## src/hw/rtl/bavg_pkg.sv

```systemverilog
`timescale 1ns / 1ps
// ----------------------------------------------------------------------------
// bavg_pkg
// Shared constants and types for the XY block averaging downsampler.
// ----------------------------------------------------------------------------
package bavg_pkg;

    localparam int MAX_WIDTH    = 1024;
    localparam int MAX_FACTOR   = 16;
    localparam int SAMPLE_BITS  = 16;
    localparam int HEIGHT_LIMIT = 1024;
    localparam int FRAC_BITS    = 8;
    localparam int MEAN_W       = 24;

    localparam int POS_W    = $clog2(MAX_WIDTH);
    localparam int DIM_W    = $clog2(MAX_WIDTH + 1);
    localparam int HPOS_W   = $clog2(HEIGHT_LIMIT);
    localparam int HDIM_W   = $clog2(HEIGHT_LIMIT + 1);
    localparam int CIB_W    = $clog2(MAX_FACTOR);
    localparam int FACTOR_W = $clog2(MAX_FACTOR + 1);
    localparam int COUNT_W  = $clog2(MAX_FACTOR * MAX_FACTOR + 1);
    localparam int SUM_W    = SAMPLE_BITS + 2 * $clog2(MAX_FACTOR);
    localparam int DVD_W    = SUM_W + FRAC_BITS;

    localparam int CFG_W0 = (DIM_W > HDIM_W) ? DIM_W : HDIM_W;
    localparam int CFG_W  = (CFG_W0 > FACTOR_W) ? CFG_W0 : FACTOR_W;
    localparam int CFG_IDX_W = 2;

    localparam logic [CFG_IDX_W-1:0] REG_FACTOR = 2'd0;
    localparam logic [CFG_IDX_W-1:0] REG_WIDTH  = 2'd1;
    localparam logic [CFG_IDX_W-1:0] REG_HEIGHT = 2'd2;

    // per-voxel bookkeeping handed from the position counters to the accumulator
    typedef struct packed {
        logic [POS_W-1:0]   addr;
        logic               first_row;
        logic               emit;
        logic               last_slice;
        logic [COUNT_W-1:0] count;
    } bavg_tag_t;

    // block sum handed to the divider
    typedef struct packed {
        logic signed [SUM_W-1:0] sum;
        logic [COUNT_W-1:0]      count;
        logic                    last;
    } bavg_div_req_t;

endpackage

```

## src/hw/rtl/bavg_ctrl.sv

```systemverilog
`timescale 1ns / 1ps
// ----------------------------------------------------------------------------
// bavg_ctrl
// Configuration registers and raster position counters; tags each voxel.
// ----------------------------------------------------------------------------
module bavg_ctrl (
    input  logic                             aclk,
    input  logic                             aresetn,
    input  logic                             cfg_we,
    input  logic [bavg_pkg::CFG_IDX_W-1:0]   cfg_index,
    input  logic [bavg_pkg::CFG_W-1:0]       cfg_wdata,
    input  logic                             advance,
    output bavg_pkg::bavg_tag_t              tag
);
    import bavg_pkg::*;

    localparam int PROD_W = 2 * FACTOR_W;

    logic [FACTOR_W-1:0] factor_reg, factor_next;
    logic [DIM_W-1:0]    width_reg, width_next;
    logic [HDIM_W-1:0]   height_reg, height_next;
    logic [POS_W-1:0]    col_pos_reg, col_pos_next;
    logic [HPOS_W-1:0]   row_pos_reg, row_pos_next;
    logic [CIB_W-1:0]    cib_reg, cib_next;
    logic [CIB_W-1:0]    rib_reg, rib_next;
    logic [POS_W-1:0]    ocol_reg, ocol_next;

    logic [FACTOR_W-1:0] cib_inc, rib_inc, cols_min, rows_min;
    logic [DIM_W-1:0]    col_inc, cols;
    logic [HDIM_W-1:0]   row_inc, rows;
    logic [POS_W-1:0]    col_start;
    logic [HPOS_W-1:0]   row_start;
    logic                col_end, row_end, last_col, last_row, cfg_hit;
    logic [PROD_W-1:0]   prod;

    always_comb begin
        cib_inc   = FACTOR_W'(cib_reg) + FACTOR_W'(1);
        rib_inc   = FACTOR_W'(rib_reg) + FACTOR_W'(1);
        col_inc   = DIM_W'(col_pos_reg) + DIM_W'(1);
        row_inc   = HDIM_W'(row_pos_reg) + HDIM_W'(1);
        col_end   = col_inc >= width_reg;
        row_end   = row_inc >= height_reg;
        last_col  = (cib_inc >= factor_reg) || col_end;
        last_row  = (rib_inc >= factor_reg) || row_end;
        col_start = col_pos_reg - POS_W'(cib_reg);
        row_start = row_pos_reg - HPOS_W'(rib_reg);
        cols      = width_reg - DIM_W'(col_start);
        rows      = height_reg - HDIM_W'(row_start);
        cols_min  = (cols > DIM_W'(factor_reg)) ? factor_reg : FACTOR_W'(cols);
        rows_min  = (rows > HDIM_W'(factor_reg)) ? factor_reg : FACTOR_W'(rows);
        prod      = PROD_W'(cols_min) * PROD_W'(rows_min);

        tag.addr       = ocol_reg;
        tag.first_row  = (rib_reg == '0);
        tag.emit       = last_col && last_row;
        tag.last_slice = col_end && row_end;
        tag.count      = COUNT_W'(prod);
    end

    always_comb begin
        factor_next  = factor_reg;
        width_next   = width_reg;
        height_next  = height_reg;
        col_pos_next = col_pos_reg;
        row_pos_next = row_pos_reg;
        cib_next     = cib_reg;
        rib_next     = rib_reg;
        ocol_next    = ocol_reg;
        cfg_hit      = 1'b0;

        if (cfg_we) begin
            case (cfg_index)
                REG_FACTOR: begin
                    cfg_hit = 1'b1;
                    if (cfg_wdata == '0) begin
                        factor_next = FACTOR_W'(1);
                    end else if (cfg_wdata > CFG_W'(MAX_FACTOR)) begin
                        factor_next = FACTOR_W'(MAX_FACTOR);
                    end else begin
                        factor_next = FACTOR_W'(cfg_wdata);
                    end
                end
                REG_WIDTH: begin
                    cfg_hit = 1'b1;
                    if (cfg_wdata == '0) begin
                        width_next = DIM_W'(1);
                    end else if (cfg_wdata > CFG_W'(MAX_WIDTH)) begin
                        width_next = DIM_W'(MAX_WIDTH);
                    end else begin
                        width_next = DIM_W'(cfg_wdata);
                    end
                end
                REG_HEIGHT: begin
                    cfg_hit = 1'b1;
                    if (cfg_wdata == '0) begin
                        height_next = HDIM_W'(1);
                    end else if (cfg_wdata > CFG_W'(HEIGHT_LIMIT)) begin
                        height_next = HDIM_W'(HEIGHT_LIMIT);
                    end else begin
                        height_next = HDIM_W'(cfg_wdata);
                    end
                end
                default: cfg_hit = 1'b0;
            endcase
        end

        if (cfg_hit) begin
            col_pos_next = '0;
            row_pos_next = '0;
            cib_next     = '0;
            rib_next     = '0;
            ocol_next    = '0;
        end else if (advance) begin
            if (cib_inc >= factor_reg) begin
                cib_next  = '0;
                ocol_next = ocol_reg + POS_W'(1);
            end else begin
                cib_next = CIB_W'(cib_inc);
            end
            col_pos_next = POS_W'(col_inc);
            if (col_end) begin
                col_pos_next = '0;
                cib_next     = '0;
                ocol_next    = '0;
                rib_next     = (rib_inc >= factor_reg) ? '0 : CIB_W'(rib_inc);
                row_pos_next = row_end ? '0 : HPOS_W'(row_inc);
                if (row_end) begin
                    rib_next = '0;
                end
            end
        end
    end

    always_ff @(posedge aclk) begin
        if (!aresetn) begin
            factor_reg  <= FACTOR_W'(1);
            width_reg   <= DIM_W'(MAX_WIDTH);
            height_reg  <= HDIM_W'(HEIGHT_LIMIT);
            col_pos_reg <= '0;
            row_pos_reg <= '0;
            cib_reg     <= '0;
            rib_reg     <= '0;
            ocol_reg    <= '0;
        end else begin
            factor_reg  <= factor_next;
            width_reg   <= width_next;
            height_reg  <= height_next;
            col_pos_reg <= col_pos_next;
            row_pos_reg <= row_pos_next;
            cib_reg     <= cib_next;
            rib_reg     <= rib_next;
            ocol_reg    <= ocol_next;
        end
    end

`ifndef SYNTHESIS
    a_cib_in_block: assert property (@(posedge aclk) disable iff (!aresetn)
        FACTOR_W'(cib_reg) < factor_reg)
        else $error("column-in-block counter reached the factor");

    a_ocol_behind_col: assert property (@(posedge aclk) disable iff (!aresetn)
        ocol_reg <= col_pos_reg)
        else $error("output column ahead of column position");
`endif

endmodule

```

## config.mk

```make
export PLATFORM = sky130hd
export DESIGN_NAME = bavg_ctrl
export DESIGN_NICKNAME = d
export VERILOG_FILES = /design/src/hw/rtl/bavg_pkg.sv /design/src/hw/rtl/bavg_ctrl.sv
export SDC_FILE = /design/constraint.sdc
export NUM_CORES = 1
export LEC_CHECK = 0
export BUFFER_PORTS_ARGS = -buffer_cell sky130_fd_sc_hd__buf_2
export CAP_MARGIN = 20
export CORE_MARGIN = 8
export CORE_UTILIZATION = 65
export DETAILED_ROUTE_END_ITERATION = 10
export PLACE_DENSITY = 0.9
export SLEW_MARGIN = 15
export SYNTH_ARGS = -nofsm -noshare
export SYNTH_HDL_FRONTEND = slang
export SYNTH_SLANG_ARGS = --single-unit
export TNS_END_PERCENT = 30
```

## constraint.sdc

```tcl
create_clock -name aclk -period 27.4 [get_ports aclk]
set_input_delay 6.85 -clock aclk [delete_from_list [all_inputs] [get_ports aclk]]
set_output_delay 6.85 -clock aclk [all_outputs]
set_load 0.05 [all_outputs]
```

==> flow_metrics.env, run 1 <==
export IMPL_synth_area_leaders="dfxtp_1 (20%), ha_1 (18%), nand2_1 (4.5%)"
export IMPL_postRouteAntennaNets=0
export IMPL_fin_skew_ns=0.0134
export IMPL_hpwl_um=13100
export IMPL_fmax_ghz=0.0668
export IMPL_start_kind="flop"
export IMPL_maxSlewViolCount=0
export IMPL_async_reset_ff_share_pct=0
export IMPL_pwr_share_comb_pct=23.9
export IMPL_worstMarginPinSlew_ns=0.828
export IMPL_synth_top_flop_cell="dfxtp_1"
export IMPL_required_ns=20.55
export IMPL_synth_nets=939
export IMPL_cts_hold_buffers_added=0
export IMPL_synth_edff_count=0
export IMPL_cap_violations=0
export IMPL_power_density_nw_per_um2=36.3
export IMPL_grt_pass1_wl_um=28700
export IMPL_p_leak_nw=3.00
export IMPL_vias=6178
export IMPL_grt_ovfl_total=0
export IMPL_preCtsSetupSlack_ns=12.92
export IMPL_start_util_pct=66.6
export IMPL_grt_max_degree=30
export IMPL_hold_path_depth=2
export IMPL_yosysWarnings=0
export IMPL_num_antenna_cells=0
export IMPL_fin_tns_setup_ns=0
export IMPL_dr_first_iter_drc_count=514
export IMPL_crit_type="reg -> out"
export IMPL_cts_max_level=3
export IMPL_synth_top_cell_by_area="dfxtp_1"
export IMPL_crit_arrival_ns=8.12
export IMPL_rows=36
export IMPL_grtUsageTotal_pct=26.2
export IMPL_hold_violations=0
export IMPL_slew_headroom_pct=44.8
export IMPL_clkPwrFrac_pct=37.6
export IMPL_nFillCells=763
export IMPL_netlist_instances=817
export IMPL_multi_input_area_um2=4820
export IMPL_nets=962
export IMPL_outcome="finished, final reports clean"
export IMPL_final_common_cell="ha_1"
export IMPL_cts_root_buf="clkbuf_8"
export IMPL_switching_power_mw=0.0805
export IMPL_tritoncts="built"
export IMPL_reg2reg_depth=14
export IMPL_crit_slowest_cell="fa_1"
export IMPL_max_stage_delay_ns=0.54
export IMPL_viasPerCell=6.32
export IMPL_swShare_pct=31.8
export IMPL_ys_seq_area_share_pct=20.1
export IMPL_die_area_um2=13400
export IMPL_post_cts_setup_buffers=0
export IMPL_clk_latency_ns=0.34
export IMPL_core_area_um2=9730
export IMPL_clk_pin_slew_ns=0.08
export IMPL_wire_per_inst_um=17.3
export IMPL_period_share_pct=54.6
export IMPL_fin_crit_ns=14.97
export IMPL_vdd_drop_max_mv=0.0220
export IMPL_cts_resized=0
export IMPL_rsz0062_at_grt="false"
export IMPL_ys_ff_latch=65
export IMPL_synthesis_area_um2=6480
export IMPL_die_x_um=116
export IMPL_postSynthAreaPerCell_um2=7.93
export IMPL_intPower_mw=0.173
export IMPL_cp_max_fo=7
export IMPL_syn2layout_area_growth_pct=7.68
export IMPL_gp_congestion=0.956
export IMPL_grt_pass1_vias=6124
export IMPL_cts_buffers=9
export IMPL_drc=0
export IMPL_first_pass_iters=8
export IMPL_seq_power_share_pct=38.4
export IMPL_cts_buffer_depth=2
export IMPL_final_cell_mix="ha_1 (93), nand2_1 (78), inv_1 (65), dfxtp_1 (65), nor2_1 (55)"
export IMPL_finalWorstSetupSlack_ns=12.43
export IMPL_drt_wl_total_um=16900
export IMPL_synth_cell_types=65
export IMPL_ff_latch_area_um2=1300
export IMPL_num_io_pins=39
export IMPL_hold_class="reg -> reg"
export IMPL_drive_gt1_share_pct=8.40
export IMPL_cp_end_kind="output pin"
export IMPL_synth_top_area_share_pct=20.1
export IMPL_setup_violations=0
export IMPL_antenna_found_initial=0
export IMPL_clock_sinks=65
export IMPL_die_height_um=116
export IMPL_portBuffers=38
==> worst max-delay path: cells and delay by family (launching register included) <==
family	cells	cell delay [ns]
and+or+nand+nor	8	1.72
DFF	1	0.42
buffers and inverters	3	0.38
xor gates and xnor gates	3	0.36
adders and majority gates	8	3.13
AOI/OAI and AO/OA	9	1.28
muxes	1	0.49
==> power groups by stage <==
stage | Sequential, mW | Clock, mW | Combinational [mW]
finish | 0.0973 | 0.0954 | 0.0607
global placement | 0.0994 | 0 | 0.0566
detailed placement | 0.0995 | 0 | 0.0590
global route | 0.0975 | 0.101 | 0.0664
CTS | 0.0973 | 0.0957 | 0.0593
floorplan | 0.0994 | 0 | 0.0449
==> routing by layer <==
layer | routed length, µm | global-route usage [%]
met1 | 6800 | 31.1
met2 | 8400 | 46.4
met3 | 1140 | 3.70
met4 | 569 | 10.5
met5 | 0 | 0
==> path summary, 6_finish.rpt <==
| check | startpoint | end | slack, ns |
|---|---|---|---|
| max | cib_reg[0] | tag[8] | 12.43 |
| min | ocol_reg[4] | ocol_reg[4] | 0.50 |
| max reg2reg | col_pos_reg[1] | row_pos_reg[5] | 23.29 |
| min reg2reg | ocol_reg[4] | ocol_reg[4] | 0.50 |
==> kinds of logic after synthesis <==
family,after synthesis,synth area share [%]
AND/OR/NAND/NOR,292,23.5
buffers and inverters,95,5.50
flip-flops,65,20.1
XOR/XNOR,48,6.49
adder cells (fa/ha/maj),105,21.7
AO/OA/AOI/OAI,198,20.6
multiplexers,14,2.18
==> metrics by stage <==
step | hold slack, ns | utilization [%] | instance area (µm²) | total power, mW | std cells
5_1_grt | 0.510 | 71.7 | 6980 | 0.265 | 978
4_1_cts | 0.497 | 71.7 | 6980 | 0.252 | 978
3_3_place_gp | 0.466 | 69.4 | 6750 | 0.156 | 962
6_report | 0.503 | 71.7 | 6980 | 0.253 | 978
2_1_floorplan | 0.461 | - | 6480 | 0.144 | 817
3_5_place_dp | 0.485 | 69.4 | 6750 | 0.158 | 962
==> cell usage after synthesis (5+ instances only) <==
library cell and instances:
ha_1 93, nand2_1 78, dfxtp_1 65, inv_1 65, nor2_1 55, a21oi_1 42, o21ai_0 35, xnor2_1 33
clkbuf_1 28, nand3_1 25, a21o_1 19, and3_1 17, nor2b_1 17, xor2_1 15, a21boi_0 14, and2_1 14
mux2i_1 13, nand2b_1 13, nor3_1 13, fa_1 12, a211oi_1 11, nand4_1 11, nand4b_1 10, a31oi_1 9
o21a_1 8, or4_1 7, a211o_1 5, a32o_1 5, nand3b_1 5, o2111ai_1 5, o211ai_1 5, o31ai_1 5
or2_1 5, or3_1 5
==> final cells by class <==
| class | count | area share [%] |
|---|---|---|
| repair buffers | 41 | 3.05 |
| clock buffers | 10 | 1.97 |
| inverters | 66 | 3.55 |
| well taps | 133 | 2.38 |
| flip-flops and latches | 65 | 18.6 |
| multi-input cells | 657 | 69.1 |
| clock inverters | 6 | 1.29 |
Note: power is estimated with default switching activity, not from simulation.
==> inputs of run 2 (changes only) <==
Settings changed: CORE_UTILIZATION 65 to 63, PLACE_DENSITY 0.9 to 0.88.
Clock period 27.4 ns to 15.3 ns, I/O delays scaled along.
==> flow_metrics.env, run 2 (same netlist as run 1, synthesis figures left out) <==
export IMPL_outcome="finished, final reports clean"
export IMPL_nFillCells=827
export IMPL_hold_end="ocol_reg[9]"
export IMPL_grtUsageTotal_pct=22.8
export IMPL_vias=6067
export IMPL_worstPathBufferInverterCount=3
export IMPL_drc=0
export IMPL_drt_wl_total_um=16100
export IMPL_post_cts_setup_buffers=0
export IMPL_core_area_um2=10100
export IMPL_tritoncts="built"
export IMPL_power_density_nw_per_um2=63.2
export IMPL_cts_buffer_depth=2
export IMPL_hold_path_depth=2
export IMPL_worstMarginPinSlew_ns=0.951
export IMPL_start_kind="flop"
export IMPL_die_area_um2=13800
export IMPL_pwr_share_comb_pct=24.3
export IMPL_syn2layout_area_growth_pct=7.43
export IMPL_grt_ovfl_total=0
export IMPL_reg2reg_depth=13
export IMPL_dp_cells=964
export IMPL_wire_per_inst_um=16.4
export IMPL_fmax_ghz=0.0846
export IMPL_crit_slowest_cell="fa_1"
export IMPL_clk_pin_slew_ns=0.08
export IMPL_switching_power_mw=0.139
export IMPL_setup_violations=0
export IMPL_die_x_um=117
export IMPL_first_pass_iters=5
export IMPL_final_common_cell="ha_1"
export IMPL_rsz0062_at_grt="false"
export IMPL_clock_sinks=65
export IMPL_vdd_drop_max_mv=0.0568
export IMPL_max_stage_delay_ns=0.55
export IMPL_fin_skew_ns=0.0108
export IMPL_rows=37
export IMPL_required_ns=11.48
export IMPL_antenna_found_initial=0
export IMPL_num_io_pins=39
export IMPL_fin_crit_ns=11.83
export IMPL_clkPwrFrac_pct=36.1
export IMPL_p_leak_nw=2.98
export IMPL_r2r_slack_ns=11.28
export IMPL_seq_power_share_pct=39.6
export IMPL_crit_arrival_ns=8.00
export IMPL_utilization_pct=68.7
export IMPL_gp_congestion=0.950
export IMPL_final_cell_mix="ha_1 (93), nand2_1 (78), inv_1 (65), dfxtp_1 (65), nor2_1 (55)"
export IMPL_hold_violations=0
export IMPL_maxSlewViolCount=0
export IMPL_nets=961
export IMPL_grt_max_degree=30
export IMPL_cts_root_buf="clkbuf_8"
export IMPL_postRouteAntennaNets=0
export IMPL_slew_headroom_pct=36.2
export IMPL_grt_pass1_vias=5836
export IMPL_clk_latency_ns=0.35
export IMPL_layout_cells_non_filler=980
export IMPL_drive_gt1_share_pct=8.29
export IMPL_cts_hold_buffers_added=0
export IMPL_cts_resized=0
export IMPL_r2r_end="row_pos_reg[2]"
export IMPL_swShare_pct=31.5
export IMPL_hpwl_um=12200
export IMPL_critPathTopFamily="adder cells"
export IMPL_start_util_pct=63.9
export IMPL_portBuffers=38
export IMPL_die_height_um=117
export IMPL_cts_max_level=3
export IMPL_dr_first_iter_drc_count=480
export IMPL_cap_violations=0
export IMPL_cp_max_fo=7
export IMPL_period_share_pct=77.3
export IMPL_hp_start="ocol_reg[9]"
export IMPL_crit_type="reg -> out"
export IMPL_viasPerCell=6.19
export IMPL_cts_buffers=9
export IMPL_hold_class="reg -> reg"
export IMPL_fin_tns_setup_ns=0
export IMPL_grt_pass1_wl_um=26800
export IMPL_intPower_mw=0.301
export IMPL_cp_end_kind="output pin"
export IMPL_num_antenna_cells=0
export IMPL_worstReg2RegStart="col_pos_reg[1]"
-- run 2: cell type report --
type / count / area (µm²) / share of cell area [%]
Multi-Input combinational cell: 657 / 4820 / 69.3
Sequential cell: 65 / 1300 / 18.7
Inverter: 66 / 248 / 3.56
Timing Repair Buffer: 40 / 205 / 2.95
Tap cell: 136 / 170 / 2.44
Clock buffer: 12 / 165 / 2.37
Clock inverter: 4 / 50.0 / 0.719
-- run 2: worst max-delay path by stage --
stage / start / endpoint / slack (ns) / cells after the start
floorplan: cib_reg[0] / tag[8] / 4.11 / 27
global placement: cib_reg[0] / tag[8] / 4.11 / 32
detailed placement: cib_reg[0] / tag[8] / 3.94 / 32
CTS: cib_reg[0] / tag[8] / 3.51 / 32
global route: col_pos_reg[0] / tag[8] / 3.12 / 33
finish: cib_reg[0] / tag[8] / 3.47 / 32
-- run 2: per-stage QoR --
stage                     total power [mW]  worst slack, ns  instance area [µm²]  hold WS [ns]
after floorplan                      0.259             4.11                 6480         0.461
after global placement               0.280             4.11                 6750         0.471
after detailed placement             0.282             3.94                 6750         0.477
after CTS                            0.439             3.51                 6960         0.487
after global routing                 0.458             3.12                 6960         0.517
final                                0.440             3.47                 6960         0.487
-- run 2: tightest hold or removal path, cell delays in order, from the launching register on --
cell and delay (ns):
dfxtp_1 0.32, o31ai_1 0.06, a21oi_1 0.06
-- run 2: routing by layer --
metal  global-route usage (%)  routed length (µm)  vias to the layer above
met5                        0                   0                        -
met4                     7.79                 305                        0
met3                     4.17                 954                       33
met2                     41.3                8220                      196
met1                     26.3                6600                     2858
li1                         -                   -                     2980
-- run 2: power by group through the flow --
| stage | Sequential (mW) | Clock [mW] | Combinational [mW] |
|---|---|---|---|
| final | 0.174 | 0.159 | 0.107 |
| after global routing | 0.175 | 0.166 | 0.117 |
| after CTS | 0.174 | 0.160 | 0.105 |
| after detailed placement | 0.178 | 0 | 0.104 |
| after global placement | 0.178 | 0 | 0.102 |
| after floorplan | 0.178 | 0 | 0.0805 |
