### src/hw/rtl/bavg_pkg.sv
`timescale 1ns / 1ps
// ----------------------------------------------------------------------------
// bavg_pkg
// Shared constants and types for the XY block averaging downsampler.
// ----------------------------------------------------------------------------
package bavg_pkg;

    localparam int MAX_WIDTH    = 1024;
    localparam int MAX_FACTOR   = 16;
    localparam int SAMPLE_BITS  = 16;
    localparam int HEIGHT_LIMIT = 1024;
    localparam int FRAC_BITS    = 8;
    localparam int MEAN_W       = 24;

    localparam int POS_W    = $clog2(MAX_WIDTH);
    localparam int DIM_W    = $clog2(MAX_WIDTH + 1);
    localparam int HPOS_W   = $clog2(HEIGHT_LIMIT);
    localparam int HDIM_W   = $clog2(HEIGHT_LIMIT + 1);
    localparam int CIB_W    = $clog2(MAX_FACTOR);
    localparam int FACTOR_W = $clog2(MAX_FACTOR + 1);
    localparam int COUNT_W  = $clog2(MAX_FACTOR * MAX_FACTOR + 1);
    localparam int SUM_W    = SAMPLE_BITS + 2 * $clog2(MAX_FACTOR);
    localparam int DVD_W    = SUM_W + FRAC_BITS;

    localparam int CFG_W0 = (DIM_W > HDIM_W) ? DIM_W : HDIM_W;
    localparam int CFG_W  = (CFG_W0 > FACTOR_W) ? CFG_W0 : FACTOR_W;
    localparam int CFG_IDX_W = 2;

    localparam logic [CFG_IDX_W-1:0] REG_FACTOR = 2'd0;
    localparam logic [CFG_IDX_W-1:0] REG_WIDTH  = 2'd1;
    localparam logic [CFG_IDX_W-1:0] REG_HEIGHT = 2'd2;

    // per-voxel bookkeeping handed from the position counters to the accumulator
    typedef struct packed {
        logic [POS_W-1:0]   addr;
        logic               first_row;
        logic               emit;
        logic               last_slice;
        logic [COUNT_W-1:0] count;
    } bavg_tag_t;

    // block sum handed to the divider
    typedef struct packed {
        logic signed [SUM_W-1:0] sum;
        logic [COUNT_W-1:0]      count;
        logic                    last;
    } bavg_div_req_t;

endpackage

### src/hw/rtl/bavg_div.sv
`timescale 1ns / 1ps
// ----------------------------------------------------------------------------
// bavg_div
// Radix-2 restoring divider for block mean, with registered result port.
// ----------------------------------------------------------------------------
module bavg_div (
    input  logic                              aclk,
    input  logic                              aresetn,
    input  logic                              req_valid,
    input  bavg_pkg::bavg_div_req_t           req,
    output logic                              req_ready,
    output logic                              m_valid,
    input  logic                              m_ready,
    output logic signed [bavg_pkg::MEAN_W-1:0] m_mean_value,
    output logic                              m_last_in_slice
);
    import bavg_pkg::*;

    localparam int DIV_STEPS = DVD_W;
    localparam int STEP_W    = $clog2(DIV_STEPS);
    localparam int REM_W     = COUNT_W + 1;

    typedef enum logic [1:0] {IDLE, BUSY, DONE} state_t;

    state_t               state_reg;
    logic [DVD_W-1:0]     dvd_reg;
    logic [COUNT_W-1:0]   rem_reg;
    logic [COUNT_W-1:0]   den_reg;
    logic [STEP_W-1:0]    step_reg;
    logic                 neg_reg;
    logic                 last_reg;
    logic signed [MEAN_W-1:0] mean_reg;

    logic [SUM_W-1:0]        mag;
    logic [REM_W-1:0]        rem_sh;
    logic                    fits;
    logic [COUNT_W-1:0]      rem_nx;
    logic [DVD_W-1:0]        dvd_nx;
    logic signed [DVD_W:0]   q_s;
    logic signed [DVD_W-1:0] scaled;

    always_comb begin
        mag    = req.sum[SUM_W-1] ? SUM_W'(-req.sum) : SUM_W'(req.sum);
        scaled = {req.sum, {FRAC_BITS{1'b0}}};
        rem_sh = {rem_reg, dvd_reg[DVD_W-1]};
        fits   = rem_sh >= REM_W'(den_reg);
        rem_nx = fits ? COUNT_W'(rem_sh - REM_W'(den_reg)) : COUNT_W'(rem_sh);
        dvd_nx = {dvd_reg[DVD_W-2:0], fits};
        q_s    = neg_reg ? -signed'({1'b0, dvd_nx}) : signed'({1'b0, dvd_nx});
    end

    assign req_ready       = (state_reg == IDLE);
    assign m_valid         = (state_reg == DONE);
    assign m_mean_value    = mean_reg;
    assign m_last_in_slice = last_reg;

    always_ff @(posedge aclk) begin
        if (!aresetn) begin
            state_reg <= IDLE;
        end else begin
            case (state_reg)
                IDLE: begin
                    if (req_valid) begin
                        last_reg <= req.last;
                        neg_reg  <= req.sum[SUM_W-1];
                        den_reg  <= req.count;
                        dvd_reg  <= {mag, {FRAC_BITS{1'b0}}};
                        rem_reg  <= '0;
                        step_reg <= '0;
                        if (req.count == COUNT_W'(1)) begin
                            mean_reg  <= MEAN_W'(scaled);
                            state_reg <= DONE;
                        end else begin
                            state_reg <= BUSY;
                        end
                    end
                end
                BUSY: begin
                    rem_reg  <= rem_nx;
                    dvd_reg  <= dvd_nx;
                    step_reg <= step_reg + STEP_W'(1);
                    if (step_reg == STEP_W'(DIV_STEPS - 1)) begin
                        mean_reg  <= MEAN_W'(q_s);
                        state_reg <= DONE;
                    end
                end
                DONE: begin
                    if (m_ready) begin
                        state_reg <= IDLE;
                    end
                end
                default: state_reg <= IDLE;
            endcase
        end
    end

`ifndef SYNTHESIS
    a_one_at_a_time: assert property (@(posedge aclk) disable iff (!aresetn)
        req_valid && req_ready |=> !req_ready)
        else $error("divider took a second request while busy");

    a_nonzero_den: assert property (@(posedge aclk) disable iff (!aresetn)
        state_reg == BUSY |-> den_reg != '0)
        else $error("divide by zero count");
`endif

endmodule

### config.mk
export PLATFORM = sky130hd
export DESIGN_NAME = bavg_div
export DESIGN_NICKNAME = d
export VERILOG_FILES = /design/src/hw/rtl/bavg_pkg.sv /design/src/hw/rtl/bavg_div.sv
export SDC_FILE = /design/constraint.sdc
export NUM_CORES = 1
export LEC_CHECK = 0
export ABC_AREA = 1
export BUFFER_PORTS_ARGS = -buffer_cell sky130_fd_sc_hd__buf_2
export CORE_ASPECT_RATIO = 1.1
export CORE_MARGIN = 3
export CORE_UTILIZATION = 35
export CTS_BUF_LIST = sky130_fd_sc_hd__clkbuf_4
export DETAILED_ROUTE_END_ITERATION = 16
export HOLD_SLACK_MARGIN = 0.06
export PLACE_DENSITY = 0.6
export SETUP_SLACK_MARGIN = 0.4
export SYNTH_ARGS = -nofsm -noshare
export SYNTH_HDL_FRONTEND = slang
export SYNTH_SLANG_ARGS = --single-unit
export TNS_END_PERCENT = 1
### constraint.sdc
create_clock -name aclk -period 9.7 [get_ports aclk]
set_clock_uncertainty 0.2 [all_clocks]
set_input_delay 0.485 -clock aclk [delete_from_list [all_inputs] [get_ports aclk]]
set_output_delay 0.485 -clock aclk [all_outputs]
set_load 0.05 [all_outputs]
==> impl_table.tex, run 1 <==
\begin{tabular}{lr}
\hline
Metric & Value \\
\hline
\multicolumn{2}{l}{\textbf{Yosys}} \\
\quad Yosys warns & 0 \\
\quad Cell area after technology mapping & 5040 um\^{}2 \\
\quad Fraction of synthesis flops using an asynchronous set or reset pin & 0\% \\
\quad Post-synthesis sequential area ratio & 49.0\% \\
\quad Cell variety after synth & 39 \\
\quad Net count after synthesis & 670 \\
\quad Number of synthesized flops with an enable pin & 81 \\
\quad Synth Register Bits & a little over 80 \\
\quad Main synth FF type & sky130\_fd\_sc\_hd\_\_edfxtp\_1 \\
\quad Synthesized netlist cell count & slightly above 600 \\
\quad Avg Synthesized Cell Area & a little over 8 um\^{}2 \\
\multicolumn{2}{l}{\textbf{CTS}} \\
\quad CTS tree & built \\
\quad Level count of the clock H-tree & 3 \\
\quad Clock net sink count & 83 \\
\quad CTS max path bufs & 2 \\
\quad Resized cells post-CTS & 0 \\
\quad Total CTS buffers & 9 \\
\quad Clk pin slew, worst setup/hold paths & 0.14 ns \\
\quad Hold Buf Count CTS & 12 \\
\quad Root buffer selected by CTS & sky130\_fd\_sc\_hd\_\_clkbuf\_4 \\
\quad Source-to-sink clock delay at the later pin of the worst-skew pair & $\sim$0.46 ns \\
\quad Post-CTS setup buffer count & 0 \\
\multicolumn{2}{l}{\textbf{Timing}} \\
\quad Final-report max-slew violation count & 0 \\
\quad Setup Viol. Count Final & 0 \\
\quad Worst path setup slack after routing & 6.32 ns \\
\quad Max-slew headroom at the worst pin & 35.4\% \\
\quad Hold Vio Cnt, Final & 0 \\
\quad Actual transition at the worst max-transition pin & 0.965 ns \\
\quad Crit path time final & between 3 and 4 ns \\
\quad Crit share post-route & 34.8\% \\
\quad Maximum clock rate & 296 MHz \\
\quad RSZ-0062 raised after global routing & no \\
\quad Hold Worst Slack & roughly 0.18 ns \\
\quad Sum of negative setup slack & 0 ns \\
\multicolumn{2}{l}{\textbf{Pwr}} \\
\quad Leak pwr & approximately 2.4 nW \\
\quad Total power after layout & 1.07 mW \\
\quad Power density cells & 184 nW/um\^{}2 \\
\quad Worst-case vdd ir drop & roughly 0.14 mV \\
\multicolumn{2}{l}{\textbf{Detailed routing}} \\
\quad Number of detailed-routing iterations run before antenna repair & 4 \\
\quad Routed via count & 4449 \\
\quad Wire per inst & 14.3 um \\
\quad Starting DRT DRC Count & 260 \\
\quad Drc violations & 0 \\
\quad Antenna-violating nets left & 0 \\
\quad Per-cell via count in the routed design & 5.03 \\
\quad Final wirelength & 12600 um \\
\multicolumn{2}{l}{\textbf{Global routing}} \\
\quad Most Used Layer, Global Route & met2 \\
\quad Antenna violations before repair & 1 \\
\quad Largest net degree at the start of global routing & 58 \\
\quad Wire length of the first global-routing pass & about 21000 um \\
\quad All-Layer GR Usage & approximately 16\% \\
\quad Remaining global-route overflow & 0 \\
\quad Routing usage on met2 & 26.4\% \\
\quad Via count of the first global-routing pass & 4305 \\
\quad Met1 track utilization from global routing & roughly a fifth \\
\quad Routing usage on met3 & approximately 3.5\% \\
\multicolumn{2}{l}{\textbf{Floorplanning}} \\
\quad I/O pin count & 65 \\
\quad Standard-cell row count & between 40 and 50 \\
\quad Initial core utilization & about 36\% \\
\quad Die Width & 120 um \\
\quad Die Height & 132 um \\
\quad Area of the core & 14000 um\^{}2 \\
\quad Die Outline Area & $\sim$16000 um\^{}2 \\
\multicolumn{2}{l}{\textbf{Job}} \\
\quad Number of maximum-capacitance constraint violations & 0 \\
\multicolumn{2}{l}{\textbf{Setup path}} \\
\quad Critical path peak fanout & 57 \\
\quad Arrival time at the worst endpoint & 3.39 ns \\
\quad Startpoint types & register \\
\quad Worst setup path category & reg -> reg \\
\quad Required @ worst endpoint & 9.71 ns \\
\quad Sort of element at the end of the critical path & register \\
\multicolumn{2}{l}{\textbf{Placed design}} \\
\quad Minimum setup slack after placement & 6.37 ns \\
\quad Count of input and output buffers & 64 \\
\quad Last weighted congestion value of the routability-driven placer & 0.916 \\
\quad Detailed Place HPWL & 9240 um \\
\quad Placed cell count & between 800 and 900 \\
\multicolumn{2}{l}{\textbf{Cells and area}} \\
\quad Growth of design area from synthesis to finish & 15.3\% \\
\quad Filler-free cell count of the finished design & around 890 \\
\quad Most frequent cells in the layout & sky130\_fd\_sc\_hd\_\_nand2\_1, sky130\_fd\_sc\_hd\_\_nor2\_1, sky130\_fd\_sc\_hd\_\_edfxtp\_1, sky130\_fd\_sc\_hd\_\_inv\_1, sky130\_fd\_sc\_hd\_\_buf\_2 \\
\quad Number of nets in the layout & between 700 and 800 \\
\quad Flip-flop count of the largest register after layout & 32 \\
\quad Most common library cell in the layout ignoring fill and taps & sky130\_fd\_sc\_hd\_\_nand2\_1 \\
\quad Proportion of layout cells with a drive suffix above 1 & 13.5\% \\
\multicolumn{2}{l}{\textbf{Run status}} \\
\quad Result of the run & finished, final reports clean \\
\multicolumn{2}{l}{\textbf{Min path}} \\
\quad Path category of the worst min-delay check & in -> reg \\
\hline
\end{tabular}
worst max-delay path: stages (launching register included):
cell and delay, ns:
sky130_fd_sc_hd__dfxtp_1 0.38, sky130_fd_sc_hd__inv_1 0.07, sky130_fd_sc_hd__nor2_4 0.07, sky130_fd_sc_hd__buf_4 0.49
sky130_fd_sc_hd__inv_1 0.33, sky130_fd_sc_hd__buf_4 0.34, sky130_fd_sc_hd__nor2_1 0.68, sky130_fd_sc_hd__o21ai_0 0.34
sky130_fd_sc_hd__nand2_1 0.13, sky130_fd_sc_hd__o21ai_0 0.08
worst paths after layout:
kind                            slack (ns)  depth (start not counted)                 startpoint                         to
worst max register to register        6.32                          9  state_reg[0]$_SDFFE_PN0P_  m_mean_value[8]$_DFFE_PP_
worst max-delay path                  6.32                          9  state_reg[0]$_SDFFE_PN0P_  m_mean_value[8]$_DFFE_PP_
worst min register to register        0.34                          2      dvd_reg[28]$_DFFE_PP_      dvd_reg[29]$_DFFE_PP_
worst min-delay path                  0.18                          2                    req[25]      dvd_reg[23]$_DFFE_PP_
through the flow:
step                util, %  cell area [um^2]
CTS                    41.6              5820
floorplan                 -              5040
finish                 41.7              5820
global placement       39.8              5560
global route           41.7              5820
detailed placement     39.8              5560
synth_stat cells (2+ instances only):
library cell               number  area, um^2
sky130_fd_sc_hd__o31ai_1        5        37.5
sky130_fd_sc_hd__nor3_1        12        60.1
sky130_fd_sc_hd__o221ai_1       4        35.0
sky130_fd_sc_hd__a31oi_1        7        43.8
sky130_fd_sc_hd__dfxtp_1        2        40.0
sky130_fd_sc_hd__o21ai_0       38         190
sky130_fd_sc_hd__inv_1         77         289
sky130_fd_sc_hd__clkbuf_1       5        18.8
sky130_fd_sc_hd__nand3_1       37         185
sky130_fd_sc_hd__nor2_1        97         364
sky130_fd_sc_hd__o41ai_1        2        17.5
sky130_fd_sc_hd__nand2_1      143         537
sky130_fd_sc_hd__ha_1          13         163
sky130_fd_sc_hd__or2_2          3        18.8
sky130_fd_sc_hd__xnor2_1        2        17.5
sky130_fd_sc_hd__buf_2          8        40.0
sky130_fd_sc_hd__xor2_1        11        96.3
sky130_fd_sc_hd__a21oi_1       25         125
sky130_fd_sc_hd__buf_1          4        15.0
sky130_fd_sc_hd__nor4_1         3        18.8
sky130_fd_sc_hd__o211ai_1       5        37.5
sky130_fd_sc_hd__edfxtp_1      81        2430
sky130_fd_sc_hd__o21ai_1        3        15.0
sky130_fd_sc_hd__nand3b_1       5        37.5
sky130_fd_sc_hd__nand4_1       12        75.1
final cells by class:
class	count	area (um^2)
multi-input cells	439	2210
inverters	78	293
fillers	1471	8150
clock buffers	9	67.6
repair buffers	80	470
flip-flops and latches	83	2470
clock inverters	7	67.6
diodes	1	2.50
well taps	188	235
per-layer routing:
metal	up-vias	part of all wire [%]	wire length (um)
met3	23	4.6	575
li1	2239	-	-
met2	120	48	6010
met5	-	0	0
met1	2067	46	5760
met4	0	2.3	285
kinds of logic after synthesis:
family / count (synthesis) / synth area share, %
simple gates: 316 / 26.4
flops: 83 / 49.0
buf+inv: 96 / 7.49
fa+ha+maj: 14 / 3.62
xor+xnor: 13 / 2.26
compound gates: 96 / 11.2
where the power goes:
part	switching [mW]	internal, mW
combinational	0.258	0.107
clock	0.128	0.0776
sequential	0.0264	0.472
Power figures use the tool's default switching activity.
==> inputs of run 2 (changes only) <==
--- a/config.mk
+++ b/config.mk
@@ -5,7 +5,7 @@
 export SDC_FILE = /design/constraint.sdc
 export NUM_CORES = 1
 export LEC_CHECK = 0
-export ABC_AREA = 1
+export ABC_AREA = 0
 export BUFFER_PORTS_ARGS = -buffer_cell sky130_fd_sc_hd__buf_2
 export CORE_ASPECT_RATIO = 1.1
 export CORE_MARGIN = 3
==> constraint.sdc (replaced) <==
create_clock -name aclk -period 3.5 [get_ports aclk]
set_clock_uncertainty 0.2 [all_clocks]
set_input_delay 0.175 -clock aclk [delete_from_list [all_inputs] [get_ports aclk]]
set_output_delay 0.175 -clock aclk [all_outputs]
set_load 0.05 [all_outputs]
==> impl_table.tex, run 2 <==
\begin{tabular}{lr}
\hline
Metric & Value \\
\hline
\multicolumn{2}{l}{\textbf{Run status}} \\
\quad Result of the run & finished, final reports clean \\
\multicolumn{2}{l}{\textbf{Yosys}} \\
\quad Fraction of synthesis flops using an asynchronous set or reset pin & 0\% \\
\quad Synthesized netlist cell count & 454 \\
\quad Number of synthesized flops with an enable pin & 81 \\
\quad Cell area after technology mapping & 4780 um\^{}2 \\
\quad Post-synthesis cell type with the largest combined area & sky130\_fd\_sc\_hd\_\_edfxtp\_1 \\
\quad Yosys top cell area share & between 50 and 60\% \\
\quad Post-synthesis sequential area ratio & about half \\
\quad Leading post-synthesis cells by instance count & sky130\_fd\_sc\_hd\_\_edfxtp\_1, sky130\_fd\_sc\_hd\_\_nand2\_1, sky130\_fd\_sc\_hd\_\_o21ai\_0 \\
\quad Cell variety after synth & about 50 \\
\quad Avg Synthesized Cell Area & $\sim$11 um\^{}2 \\
\quad Main synth FF type & sky130\_fd\_sc\_hd\_\_edfxtp\_1 \\
\quad Most numerous cell in the Yosys netlist & sky130\_fd\_sc\_hd\_\_edfxtp\_1 \\
\quad Net count after synthesis & 506 \\
\quad Top cells by area, synth & sky130\_fd\_sc\_hd\_\_edfxtp\_1, sky130\_fd\_sc\_hd\_\_xor2\_1, sky130\_fd\_sc\_hd\_\_nand2\_1 \\
\quad Yosys warns & 0 \\
\quad Synth Register Bits & 83 \\
\multicolumn{2}{l}{\textbf{Timing}} \\
\quad RSZ-0062 raised after global routing & yes \\
\quad Actual transition at the worst max-transition pin & 0.932 ns \\
\quad Max-slew headroom at the worst pin & 37.9\% \\
\quad Hold Vio Cnt, Final & 0 \\
\quad Final-report max-slew violation count & 0 \\
\quad Hold Worst Slack & 0.206 ns \\
\quad Maximum clock rate & 303 MHz \\
\quad Setup Viol. Count Final & 0 \\
\quad Crit share post-route & 94.4\% \\
\quad Crit path time final & 3.30 ns \\
\quad Sum of negative setup slack & 0 ns \\
\multicolumn{2}{l}{\textbf{Detailed routing}} \\
\quad Starting DRT DRC Count & 222 \\
\quad Number of detailed-routing iterations run before antenna repair & 5 \\
\quad Antenna-violating nets left & 0 \\
\quad Drc violations & 0 \\
\quad Final wirelength & about 11000 um \\
\quad Per-cell via count in the routed design & $\sim$5.0 \\
\quad Routed via count & 3693 \\
\quad Wire per inst & 14.6 um \\
\multicolumn{2}{l}{\textbf{Placed design}} \\
\quad Placed cell count & 688 \\
\quad Post-place instance area & 5390 um\^{}2 \\
\quad Detailed Place HPWL & roughly 7400 um \\
\quad Last weighted congestion value of the routability-driven placer & 0.811 \\
\quad Count of input and output buffers & 64 \\
\multicolumn{2}{l}{\textbf{Cells and area}} \\
\quad Filler-free cell count of the finished design & between 700 and 800 \\
\quad Flip-flop count of the largest register after layout & 32 \\
\quad Growth of design area from synthesis to finish & 24.7\% \\
\quad Number of nets in the layout & roughly 610 \\
\quad Proportion of layout cells with a drive suffix above 1 & 21.3\% \\
\quad Fin area & 5960 um\^{}2 \\
\quad Most common library cell in the layout ignoring fill and taps & sky130\_fd\_sc\_hd\_\_edfxtp\_1 \\
\quad Final core utilization & 44.9\% \\
\quad Most frequent cells in the layout & sky130\_fd\_sc\_hd\_\_edfxtp\_1, sky130\_fd\_sc\_hd\_\_nand2\_1, sky130\_fd\_sc\_hd\_\_buf\_2, sky130\_fd\_sc\_hd\_\_o21ai\_0, sky130\_fd\_sc\_hd\_\_xor2\_1 \\
\multicolumn{2}{l}{\textbf{Setup path}} \\
\quad Startpoint types & register \\
\quad Sort of element at the end of the critical path & register \\
\quad Critical path peak fanout & 4 \\
\quad Crit path largest cell delay & 0.41 ns \\
\quad Library cell contributing the largest single delay on the critical path & sky130\_fd\_sc\_hd\_\_edfxtp\_1 \\
\quad Critical path, cell by cell & inv\_1 -> ha\_2 -> fa\_2 -> nor2b\_2 -> o31a\_1 -> o31a\_1 -> or2\_4 -> inv\_4 -> ha\_4 -> nand4b\_1 -> nand2b\_4 -> o41ai\_4 -> xor2\_1 -> o21ai\_1 \\
\quad Worst setup path category & reg -> reg \\
\quad Crit-path most repeated cell & sky130\_fd\_sc\_hd\_\_o31a\_1 \\
\quad Arrival time at the worst endpoint & 3.29 ns \\
\quad Buffering stage count on the worst path with inverters included & 2 \\
\quad Largest delay contributor family on the critical path & compound AO/OA/AOI/OAI gates \\
\quad Required @ worst endpoint & 3.49 ns \\
\multicolumn{2}{l}{\textbf{Pwr}} \\
\quad Net switching fraction of the power & 31.9\% \\
\quad Net Switching & 780 uW \\
\quad Worst-case vdd ir drop & 0.234 mV \\
\quad Power density cells & about 410 nW/um\^{}2 \\
\quad Leak pwr & approximately 2.3 nW \\
\quad Internal & 1.66 mW \\
\quad Part of the power in combinational logic & roughly a quarter \\
\quad Relative contribution of sequential cells to total power & 52.3\% \\
\quad Portion of total power attributed to the clock network & a little under a quarter \\
\multicolumn{2}{l}{\textbf{CTS}} \\
\quad Clk pin slew, worst setup/hold paths & around 0.14 ns \\
\quad Source-to-sink clock delay at the later pin of the worst-skew pair & 0.44 ns \\
\quad CTS max path bufs & 2 \\
\quad Total CTS buffers & 9 \\
\quad Clock net sink count & between 80 and 90 \\
\quad Root buffer selected by CTS & sky130\_fd\_sc\_hd\_\_clkbuf\_4 \\
\quad CTS tree & built \\
\quad Level count of the clock H-tree & 3 \\
\multicolumn{2}{l}{\textbf{Global routing}} \\
\quad Wire length of the first global-routing pass & 18100 um \\
\quad Antenna violations before repair & 0 \\
\quad Remaining global-route overflow & 0 \\
\quad Via count of the first global-routing pass & $\sim$3600 \\
\quad Largest net degree at the start of global routing & 56 \\
\quad All-Layer GR Usage & 14.7\% \\
\multicolumn{2}{l}{\textbf{Floorplanning}} \\
\quad Die Width & $\sim$120 um \\
\quad Initial core utilization & roughly 36\% \\
\quad Die Height & approximately 130 um \\
\quad Standard-cell row count & 44 \\
\quad Die Outline Area & 15100 um\^{}2 \\
\quad Area of the core & 13300 um\^{}2 \\
\quad I/O pin count & 65 \\
\multicolumn{2}{l}{\textbf{Job}} \\
\quad Number of maximum-capacitance constraint violations & 0 \\
\multicolumn{2}{l}{\textbf{Min path}} \\
\quad Path category of the worst min-delay check & in -> reg \\
\hline
\end{tabular}
==> run 2: layer usage <==
layer	wire length (um)	global-route usage, %	vias up	part of all wire [%]
met2	5260	25.3	77	48
li1	-	-	1859	-
met4	181	4.62	0	1.7
met5	0	0	-	0
met1	5000	18.8	1742	46
met3	440	3.12	15	4.0
==> run 2: cell type report <==
cell class / instances / area [um^2]
tap: 184 / 230
multi-input combinational: 333 / 2280
clock inverter: 7 / 68.8
sequential: 83 / 2470
fill: 1263 / 7310
timing repair buffer: 111 / 771
antenna: 1 / 2.50
clock buffer: 9 / 67.6
inverter: 17 / 66.3
==> run 2: cell families (layout without fill, tap and decap cells) <==
logic type | Yosys count | count (layout) | share of synthesized area (%)
flops | 83 | 83 | 51.7
buf+inv | 38 | 144 | 3.04
other cells | 0 | 1 | 0
fa+ha+maj | 14 | 14 | 3.82
compound gates | 102 | 102 | 13.7
simple gates | 162 | 162 | 17.4
xor+xnor | 50 | 50 | 9.16
mux | 5 | 5 | 1.07
==> run 2: what timing repair did <==
action                     4_1_cts  5_1_grt
setup buffers                    1        0
resized for setup                2        5
pin swaps                        2        2
hold buffers                    39        0
gates cloned                     0        0
hold endpoints to repair        58        0
setup endpoints to repair        8        9
==> run 2: metrics by stage <==
step | total power, mW | setup WS, ns
after floorplan | 1.69 | 0.337
after global placement | 1.84 | 0.206
after detailed placement | 1.86 | 0.114
after CTS | 2.46 | 0.198
after global routing | 2.58 | 0.00969
final | 2.44 | 0.198
==> run 2: power groups by stage <==
| stage | clock, mW | combinational, mW | sequential, mW |
|---|---|---|---|
| floorplan | 0 | 0.362 | 1.33 |
| global placement | 0 | 0.548 | 1.30 |
| detailed placement | 0 | 0.559 | 1.30 |
| CTS | 0.585 | 0.601 | 1.28 |
| global route | 0.625 | 0.668 | 1.29 |
| finish | 0.567 | 0.597 | 1.28 |
==> run 2: final timing paths <==
path / slack [ns] / cells past startpoint / from / endpoint
worst max-delay path: 0.20 / 14 / dvd_reg[31]$_DFFE_PP_ / m_mean_value[22]$_DFFE_PP_
worst min-delay path: 0.21 / 2 / req_valid / den_reg[0]$_DFFE_PP_
worst max register to register: 0.20 / 14 / dvd_reg[31]$_DFFE_PP_ / m_mean_value[22]$_DFFE_PP_
worst min register to register: 0.34 / 2 / dvd_reg[26]$_DFFE_PP_ / dvd_reg[27]$_DFFE_PP_
==> inputs of run 3 (changes only) <==
--- a/config.mk
+++ b/config.mk
@@ -5,7 +5,7 @@
 export SDC_FILE = /design/constraint.sdc
 export NUM_CORES = 1
 export LEC_CHECK = 0
-export ABC_AREA = 0
+export ABC_AREA = 1
 export BUFFER_PORTS_ARGS = -buffer_cell sky130_fd_sc_hd__buf_2
 export CORE_ASPECT_RATIO = 1.1
 export CORE_MARGIN = 3
==> constraint.sdc (replaced) <==
create_clock -name aclk -period 3.07 [get_ports aclk]
set_clock_uncertainty 0.2 [all_clocks]
set_input_delay 0.1535 -clock aclk [delete_from_list [all_inputs] [get_ports aclk]]
set_output_delay 0.1535 -clock aclk [all_outputs]
set_load 0.05 [all_outputs]
==> impl_table.tex, run 3 (synthesis gave the netlist of run 1 again) <==
\begin{tabular}{lr}
\hline
Metric & Value \\
\hline
\multicolumn{2}{l}{\textbf{Setup path}} \\
\quad Library cell contributing the largest single delay on the critical path & sky130\_fd\_sc\_hd\_\_edfxtp\_1 \\
\quad Largest delay contributor family on the critical path & simple AND/OR/NAND/NOR gates \\
\quad Critical path, cell by cell & ha\_4 -> nand2\_1 -> nand2\_1 -> nand2\_1 -> nand3\_4 -> a21oi\_4 -> ha\_4 -> inv\_4 -> nor3\_4 -> buf\_4 -> nand3\_2 -> xor2\_1 -> nand2\_1 -> nand2\_1 -> nand2\_1 -> nand2\_1 \\
\quad Worst setup path category & reg -> reg \\
\quad Required @ worst endpoint & 3.08 ns \\
\quad Crit path largest cell delay & around 0.47 ns \\
\quad Arrival time at the worst endpoint & 2.67 ns \\
\quad Crit-path most repeated cell & sky130\_fd\_sc\_hd\_\_nand2\_1 \\
\quad Buffering stage count on the worst path with inverters included & 2 \\
\quad Sort of element at the end of the critical path & register \\
\quad Critical path peak fanout & 6 \\
\quad Startpoint types & register \\
\multicolumn{2}{l}{\textbf{Floorplanning}} \\
\quad Initial core utilization & a little over a third \\
\quad Die Width & 120 um \\
\quad I/O pin count & 65 \\
\quad Area of the core & 14000 um\^{}2 \\
\quad Die Height & 132 um \\
\quad Standard-cell row count & 45 \\
\quad Die Outline Area & 15900 um\^{}2 \\
\multicolumn{2}{l}{\textbf{CTS}} \\
\quad Root buffer selected by CTS & sky130\_fd\_sc\_hd\_\_clkbuf\_4 \\
\quad Total CTS buffers & 9 \\
\quad Level count of the clock H-tree & 3 \\
\quad Source-to-sink clock delay at the later pin of the worst-skew pair & about 0.43 ns \\
\quad CTS tree & built \\
\quad CTS max path bufs & 2 \\
\quad Clk pin slew, worst setup/hold paths & $\sim$0.14 ns \\
\quad Clock net sink count & 83 \\
\multicolumn{2}{l}{\textbf{Detailed routing}} \\
\quad Per-cell via count in the routed design & 4.97 \\
\quad Number of detailed-routing iterations run before antenna repair & 5 \\
\quad Drc violations & 0 \\
\quad Routed via count & approximately 4600 \\
\quad Antenna-violating nets left & 0 \\
\quad Wire per inst & 14.4 um \\
\quad Final wirelength & roughly 13000 um \\
\quad Starting DRT DRC Count & between 200 and 300 \\
\multicolumn{2}{l}{\textbf{Global routing}} \\
\quad All-Layer GR Usage & 16.8\% \\
\quad Remaining global-route overflow & 0 \\
\quad Via count of the first global-routing pass & $\sim$4500 \\
\quad Antenna violations before repair & 1 \\
\quad Wire length of the first global-routing pass & approximately 22000 um \\
\quad Largest net degree at the start of global routing & 57 \\
\multicolumn{2}{l}{\textbf{Pwr}} \\
\quad Leak pwr & about 2.6 nW \\
\quad Worst-case vdd ir drop & 0.386 mV \\
\quad Power density cells & 548 nW/um\^{}2 \\
\multicolumn{2}{l}{\textbf{Timing}} \\
\quad Final-report max-slew violation count & 0 \\
\quad Maximum clock rate & 376 MHz \\
\quad RSZ-0062 raised after global routing & yes \\
\quad Hold Vio Cnt, Final & 0 \\
\quad Crit share post-route & around 87\% \\
\quad Actual transition at the worst max-transition pin & 0.646 ns \\
\quad Setup Viol. Count Final & 0 \\
\quad Max-slew headroom at the worst pin & 56.9\% \\
\quad Crit path time final & 2.66 ns \\
\quad Sum of negative setup slack & 0 ns \\
\multicolumn{2}{l}{\textbf{Cells and area}} \\
\quad Fin area & 6320 um\^{}2 \\
\quad Growth of design area from synthesis to finish & 25.2\% \\
\quad Final core utilization & 45.2\% \\
\quad Most common library cell in the layout ignoring fill and taps & sky130\_fd\_sc\_hd\_\_nand2\_1 \\
\quad Proportion of layout cells with a drive suffix above 1 & between 10\% and 20\% \\
\quad Flip-flop count of the largest register after layout & 32 \\
\quad Number of nets in the layout & 783 \\
\quad Most frequent cells in the layout & sky130\_fd\_sc\_hd\_\_nand2\_1, sky130\_fd\_sc\_hd\_\_nor2\_1, sky130\_fd\_sc\_hd\_\_edfxtp\_1, sky130\_fd\_sc\_hd\_\_inv\_1, sky130\_fd\_sc\_hd\_\_buf\_2 \\
\multicolumn{2}{l}{\textbf{Placed design}} \\
\quad Last weighted congestion value of the routability-driven placer & 0.893 \\
\quad Post-place instance area & 5600 um\^{}2 \\
\quad Count of input and output buffers & 64 \\
\quad Detailed Place HPWL & 9140 um \\
\multicolumn{2}{l}{\textbf{Min path}} \\
\quad Path category of the worst min-delay check & in -> reg \\
\multicolumn{2}{l}{\textbf{Run status}} \\
\quad Result of the run & finished, final reports clean \\
\multicolumn{2}{l}{\textbf{Job}} \\
\quad Number of maximum-capacitance constraint violations & 0 \\
\hline
\end{tabular}
## run 3: changes by cell type in the layout (fill, tap and decap cells not counted), sizes merged, moves of 8 or more
cell / delta
nand2: +76
nor2: +69
inv: +62
xor2: -31
nand3: +29
a21oi: +15
o21ai: -12
buf: +10
nand4: +10
and2: -8
o31ai: -8
o41ai: -8
## run 3: per-layer routing
layer	track usage (%)	share of wire, %
met3	2.27	5.8
met2	28.5	48
met1	22.6	45
met5	0	0
met4	4.66	1.2
## run 3: final cells by class
type	count	area, um^2
diodes	1	2.50
clock buffers	9	67.6
flip-flops and latches	83	2470
fillers	1422	7650
clock inverters	7	42.5
multi-input cells	439	2360
well taps	188	235
inverters	78	295
repair buffers	120	836
## run 3: worst paths after layout
path	slack, ns	from	endpoint	cells after the start
min	0.12	req[16]	m_mean_value[14]$_DFFE_PP_	5
max	0.41	rem_reg[2]$_SDFFCE_PN0P_	m_mean_value[20]$_DFFE_PP_	16
max reg2reg	0.41	rem_reg[2]$_SDFFCE_PN0P_	m_mean_value[20]$_DFFE_PP_	16
min reg2reg	0.34	dvd_reg[28]$_DFFE_PP_	dvd_reg[29]$_DFFE_PP_	2
## run 3: power by group
| group | switching [mW] | total (mW) | leakage [nW] | internal, mW |
|---|---|---|---|---|
| combinational | 0.859 | 1.30 | 1.76 | 0.446 |
| sequential | 0.0992 | 1.59 | 0.784 | 1.49 |
| clock | 0.400 | 0.563 | 0.0595 | 0.162 |
## run 3: per-stage QoR
stage,worst slack [ns],power [mW],hold WS [ns],cells
6_report,0.412,3.46,0.124,925
5_1_grt,0.228,3.70,0.167,925
3_3_place_gp,0.191,2.73,0.131,860
4_1_cts,0.328,3.42,0.0938,919
2_1_floorplan,0.285,2.45,0.0524,618
3_5_place_dp,0.112,2.76,0.143,860
## run 3: worst reg2reg max path, cell delays in order (launching register included)
cell and delay [ns]:
sky130_fd_sc_hd__edfxtp_1 0.47, sky130_fd_sc_hd__ha_4 0.30, sky130_fd_sc_hd__nand2_1 0.06, sky130_fd_sc_hd__nand2_1 0.07, sky130_fd_sc_hd__nand2_1 0.11, sky130_fd_sc_hd__nand3_4 0.09, sky130_fd_sc_hd__a21oi_4 0.17, sky130_fd_sc_hd__ha_4 0.17
sky130_fd_sc_hd__inv_4 0.04, sky130_fd_sc_hd__nor3_4 0.16, sky130_fd_sc_hd__buf_4 0.15, sky130_fd_sc_hd__nand3_2 0.08, sky130_fd_sc_hd__xor2_1 0.15, sky130_fd_sc_hd__nand2_1 0.06, sky130_fd_sc_hd__nand2_1 0.06, sky130_fd_sc_hd__nand2_1 0.06
sky130_fd_sc_hd__nand2_1 0.05
## run 3: timing repair
item | CTS | global route
hold endpoints to repair | 45 | 0
setup endpoints to repair | 8 | 10
buffers inserted | 5 | 5
gates resized for setup | 17 | 10
hold buffers | 38 | 0
pin swaps | 7 | 8
